**src/hw/rtl/pstb_pkg.sv**
```systemverilog
// package for the per-source token bucket limiter
// shared constants, command/status structs, fnv step function; no dependencies
`default_nettype none
package pstb_pkg;
    localparam int TableEntriesDefault = 1024;
    localparam int ProbeLimitDefault   = 16;
    localparam logic [63:0] FNV_BASIS = 64'd1469598103934665603;
    localparam logic [63:0] FNV_PRIME = 64'd1099511628211;
    localparam logic [63:0] FNV_PRIME_LOW = 64'h1B3;
    localparam logic [7:0]  FAM_V4    = 8'd2;
    localparam logic [7:0]  FAM_V6    = 8'd10;
    localparam logic [47:0] GAIN_SAT  = 48'h2_0000_0000;

    localparam logic [1:0] REG_REFILL = 2'd0;
    localparam logic [1:0] REG_BURST  = 2'd1;
    localparam logic [1:0] REG_IDLE   = 2'd2;
    localparam logic [1:0] REG_PORT   = 2'd3;

    localparam logic [1:0] OUT_MATCH = 2'd0;
    localparam logic [1:0] OUT_FREE  = 2'd1;
    localparam logic [1:0] OUT_STALE = 2'd2;
    localparam logic [1:0] OUT_NONE  = 2'd3;

    // controller to datapath
    typedef struct packed {
        logic clr;       // clear one table entry
        logic load;      // capture key and start hash
        logic hash_step; // one fnv byte
        logic rd;        // issue slot read at probe index
        logic eval;      // examine registered slot data
        logic mul;       // refill products
        logic upd;       // write matched slot
        logic ins;       // write new slot
        logic next;      // advance probe index
    } t_cmd;

    // datapath to controller
    typedef struct packed {
        logic hash_done;
        logic slot_free;
        logic slot_match;
        logic probe_last;
        logic have_slot;
        logic clr_done;
    } t_stat;

    // one fnv-1a byte step; the prime is 2^40 + 0x1b3, so a shift plus a narrow multiply
    function automatic logic [63:0] fnv_step(input logic [63:0] h, input logic [7:0] b);
        logic [63:0] x;
        x = h ^ {56'd0, b};
        return {x[23:0], 40'd0} + (x * FNV_PRIME_LOW);
    endfunction
endpackage
`default_nettype wire

```
**src/hw/rtl/pstb_ctrl.sv**
```systemverilog
// controller state machine for the limiter: sequences clear, hash, probes and write
// depends on pstb_pkg
`default_nettype none
module pstb_ctrl import pstb_pkg::*; (
    input  wire logic i_clk,
    input  wire logic i_rst_n,
    input  wire logic i_valid,
    output logic      o_ready,
    output logic      o_valid,
    input  wire logic i_ready,
    input  wire t_stat i_stat,
    output t_cmd      o_cmd
);
    typedef enum logic [8:0] {
        S_IDLE = 9'b0_0000_0001,
        S_HASH = 9'b0_0000_0010,
        S_RD   = 9'b0_0000_0100,
        S_EVAL = 9'b0_0000_1000,
        S_MUL  = 9'b0_0001_0000,
        S_UPD  = 9'b0_0010_0000,
        S_FIN  = 9'b0_0100_0000,
        S_OUT  = 9'b0_1000_0000,
        S_CLR  = 9'b1_0000_0000
    } t_state;

    t_state r_state, n_state;
    logic   r_oval, n_oval;

    // output register may still hold a result while a new item starts
    assign o_ready = (r_state == S_IDLE) && (!r_oval || i_ready);
    assign o_valid = r_oval;

    always_comb begin
        n_state = r_state;
        o_cmd = '0;
        n_oval = r_oval && !i_ready;
        unique case (r_state)
            S_CLR: begin
                o_cmd.clr = 1'b1;
                if (i_stat.clr_done) n_state = S_IDLE;
            end
            S_IDLE: if (i_valid && o_ready) begin
                o_cmd.load = 1'b1; n_state = S_HASH;
            end
            S_HASH: if (i_stat.hash_done) n_state = S_RD;
                    else o_cmd.hash_step = 1'b1;
            S_RD: begin
                o_cmd.rd = 1'b1; n_state = S_EVAL;
            end
            S_EVAL: begin
                o_cmd.eval = 1'b1;
                if (i_stat.slot_free) n_state = S_FIN;
                else if (i_stat.slot_match) n_state = S_MUL;
                else if (i_stat.probe_last) n_state = S_FIN;
                else begin
                    o_cmd.next = 1'b1; n_state = S_RD;
                end
            end
            S_MUL: begin
                o_cmd.mul = 1'b1; n_state = S_UPD;
            end
            S_UPD: begin
                o_cmd.upd = 1'b1; n_state = S_OUT;
            end
            S_FIN: begin
                o_cmd.ins = i_stat.have_slot; n_state = S_OUT;
            end
            S_OUT: if (!r_oval) begin
                n_oval = 1'b1; n_state = S_IDLE;
            end
            default: n_state = S_IDLE;
        endcase
    end

    always_ff @(posedge i_clk) begin
        if (!i_rst_n) begin
            r_state <= S_CLR; r_oval <= 1'b0;
        end else begin
            r_state <= n_state; r_oval <= n_oval;
        end
    end

`ifndef SYNTHESIS
    a_onehot: assert property (@(posedge i_clk) disable iff (!i_rst_n)
        $onehot(r_state)) else $error("state not one-hot");
    a_take_only_idle: assert property (@(posedge i_clk) disable iff (!i_rst_n)
        o_cmd.load |-> (r_state == S_IDLE)) else $error("load outside idle");
    a_out_drops: assert property (@(posedge i_clk) disable iff (!i_rst_n)
        (o_valid && !i_ready) |=> o_valid) else $error("result lost");
`endif
endmodule
`default_nettype wire

```
**config.mk**
```make
export PLATFORM = sky130hd
export DESIGN_NAME = pstb_ctrl
export DESIGN_NICKNAME = d
export VERILOG_FILES = /design/src/hw/rtl/pstb_pkg.sv /design/src/hw/rtl/pstb_ctrl.sv
export SDC_FILE = /design/constraint.sdc
export NUM_CORES = 1
export LEC_CHECK = 0
export ABC_AREA = 0
export BUFFER_PORTS_ARGS = -buffer_cell sky130_fd_sc_hd__buf_2
export CAP_MARGIN = 30
export CORE_MARGIN = 2
export CORE_UTILIZATION = 43
export DETAILED_ROUTE_END_ITERATION = 12
export PLACE_DENSITY_LB_ADDON = 0.1
export RECOVER_POWER = 100
export SLEW_MARGIN = 30
export SYNTH_ARGS = -nofsm -noshare
export SYNTH_HDL_FRONTEND = slang
export SYNTH_SLANG_ARGS = --single-unit
```
**constraint.sdc**
```tcl
create_clock -name i_clk -period 1.95 [get_ports i_clk]
set_clock_uncertainty 0.05 [all_clocks]
set_input_delay 0.195 -clock i_clk [delete_from_list [all_inputs] [get_ports i_clk]]
set_output_delay 0.195 -clock i_clk [all_outputs]
set_load 0.01 [all_outputs]
```
==> metrics <==
Starting Density 44.5%; CTS tree yes; Num CTS Buffers 3; Port Buffers 20; Core Area between 1000 and 1500 um2; failing checks negative setup slack; die area 1850 um2; # setup viols final 11; share of post-route cells with drive strength above 1 45.1%; sw frac 25.5%; CTS sink cnt 10; final core occ 63.4%; worst reg-to-reg setup slack -0.04 ns; first-pass GRT wire length 2820 um; Final Max Slew Viols 0; endpoints failing hold 0; Pwr Density 531 nW/um2; Startpoint Class flop; Synth-to-Final Area Change 42.6%; drt pass-1 iters 4; # IOs 21; grt total ovfl 0; Seq cells post-synth 10; Comb pwr share between 10% and 20%; clk buf depth 2; Synth Instances 78; critical path arrival ~2.0 ns; Distinct cells, synth 34; Die Wd 43.0 um; Setup Buffers After CTS 0; largest net degree at the start of global routing 9; minimum clock period 2.22 ns; Root Buffer clkbuf_4; clock share of power 37.4%; overall global routing resource usage approximately a fifth; cell area after synthesis 654 um2; RSZ-0062 raised after global routing true; vias in the first global route 692; Die Height 43.0 um; Synth top area share a little under a third; clock-pin slew on the worst setup and hold paths 0.07 ns; Mapped Nets 88; crit-path max FO 3; routed length per instance 12.9 um; crit path kind flop to output port; DP HPWL 1310 um; Switch Pwr around 0.13 mW; final worst-path cycle share 114%; total number of vias 712; Leakage ~0.44 nW; Min-Delay Path Class input pin to flop; Max-slew headroom 70.7%; Antenna Nets Post-Route 0; Worst Path Required about 1.7 ns; Fmax achieved between 400 and 500 MHz; DRT iter0 DRCs 12; most frequent cells in the layout 15 x buf_2, 15 x buf_4, 8 x dfxtp_1; status complete, but fails checks; Internal Pwr Total around 0.37 mW; register share of total power 42.9%; mean area per synthesized cell around 8.4 um2; htree depth 1; Max VDD drop roughly 0.42 mV; cts hold-fix bufs 0; largest area contributor in the synthesized netlist dfxtp_1; CP Capture Type output port; # Max-Cap Violations 0; antenna violations before repair 0; final estimated routing congestion in global placement 0.789; Vias per Instance 5.52; setup ws final -0.267 ns; synth warn 0; WL final 1660 um; setup_tns -0.947 ns; FP Rows 14; clock latency on the worst-skew pair 0.26 ns; Worst Tran Pin Value 0.435 ns; # diodes 0; top post-synthesis cells by area dfxtp_1 31%, nor2_1 4.0%, nor4b_1 4.0%, nand2b_1 3.8%, nor3_1 3.8%; Final nets 124; drt drc 0; post-synthesis sequential area ratio 30.6%
## cells in the mapped netlist
master     instances
or3b_2             1
nor2b_1            3
nand3_1            1
nand2b_1           4
and4b_1            1
or3b_4             1
nand3b_1           1
nor3_1             5
or2_2              1
a211oi_1           2
a211o_2            1
clkbuf_1           3
nor4b_1            3
o311a_1            1
or3_1              3
o41ai_2            1
or2_1              1
o21a_1             2
inv_1              5
xor2_1             2
a21oi_1            2
o31ai_1            1
nor2_1             7
or4_1              2
nor3_2             1
and2_1             1
o2111ai_1          1
nor4_1             4
or4_4              1
nor4_4             1
dfxtp_1           10
buf_6              1
nand2_1            1
o21ai_0            3
## power by group through the flow
stage / registers, mW / logic (mW) / clock network, mW
2_1_floorplan: 0.219 / 0.0496 / 0
4_1_cts: 0.212 / 0.101 / 0.191
5_1_grt: 0.213 / 0.108 / 0.200
3_3_place_gp: 0.217 / 0.0891 / 0
3_5_place_dp: 0.217 / 0.0910 / 0
6_report: 0.213 / 0.0978 / 0.185
## path summary, 6_finish.rpt
check                                                to                    start  cells past startpoint
worst min-delay path            r_state[4]$_SDFFE_PN0P_                i_stat[4]                      2
worst min register to register  r_state[7]$_SDFFE_PN0P_  r_state[5]$_SDFFE_PN0P_                      1
worst max register to register  r_state[2]$_SDFFE_PN0P_  r_state[6]$_SDFFE_PN0P_                      6
worst max-delay path                           o_cmd[0]  r_state[7]$_SDFFE_PN0P_                      5
## per-layer routing
metal	vias up	GRT usage (%)	wire length, um
met2	23	33.0	791
li1	360	-	-
met3	8	1.28	64
met5	-	0	0
met1	321	24.8	741
met4	0	16.4	65
## metrics by stage
stage	hold slack [ns]	instance area, um2	power, mW	setup slack, ns	cells
finish	0.0974	933	0.496	-0.267	129
global route	0.0950	933	0.520	-0.323	129
CTS	0.0871	938	0.505	-0.280	129
detailed placement	0.369	867	0.308	-0.0352	125
global placement	0.359	867	0.306	0.00880	125
floorplan	0.212	657	0.268	-0.0662	78
## flip-flops by register name, summed over array words and instances, names as in the netlist
signal,cells
o_valid,1
r_state,9
## worst max-delay path: stages (launching register included)
cell and delay, ns:
dfxtp_2 0.33, or4_4 0.53, or2_1 0.24, or3b_4 0.39
nor2b_2 0.10, buf_2 0.12
## cells by family after synthesis
family / after synthesis / synth area share (%)
XOR/XNOR: 2 / 2.68
AO/OA/AOI/OAI: 14 / 16.4
AND/OR/NAND/NOR: 43 / 44.0
flip-flops: 10 / 30.6
buffers and inverters: 9 / 6.31
## area by class of cell
cell class / count / area (um2)
repair buffers: 35 / 215
well taps: 16 / 20.0
multi-input cells: 59 / 440
clock buffers: 4 / 36.3
fillers: 143 / 538
flip-flops and latches: 10 / 203
inverters: 5 / 18.8
## timing repair
item	in CTS	in global routing
setup endpoints to repair	8	9
endpoints found under the hold margin	0	0
pin swaps	7	2
cloned	0	0
resized for setup	9	3
Power figures use the tool's default switching activity.
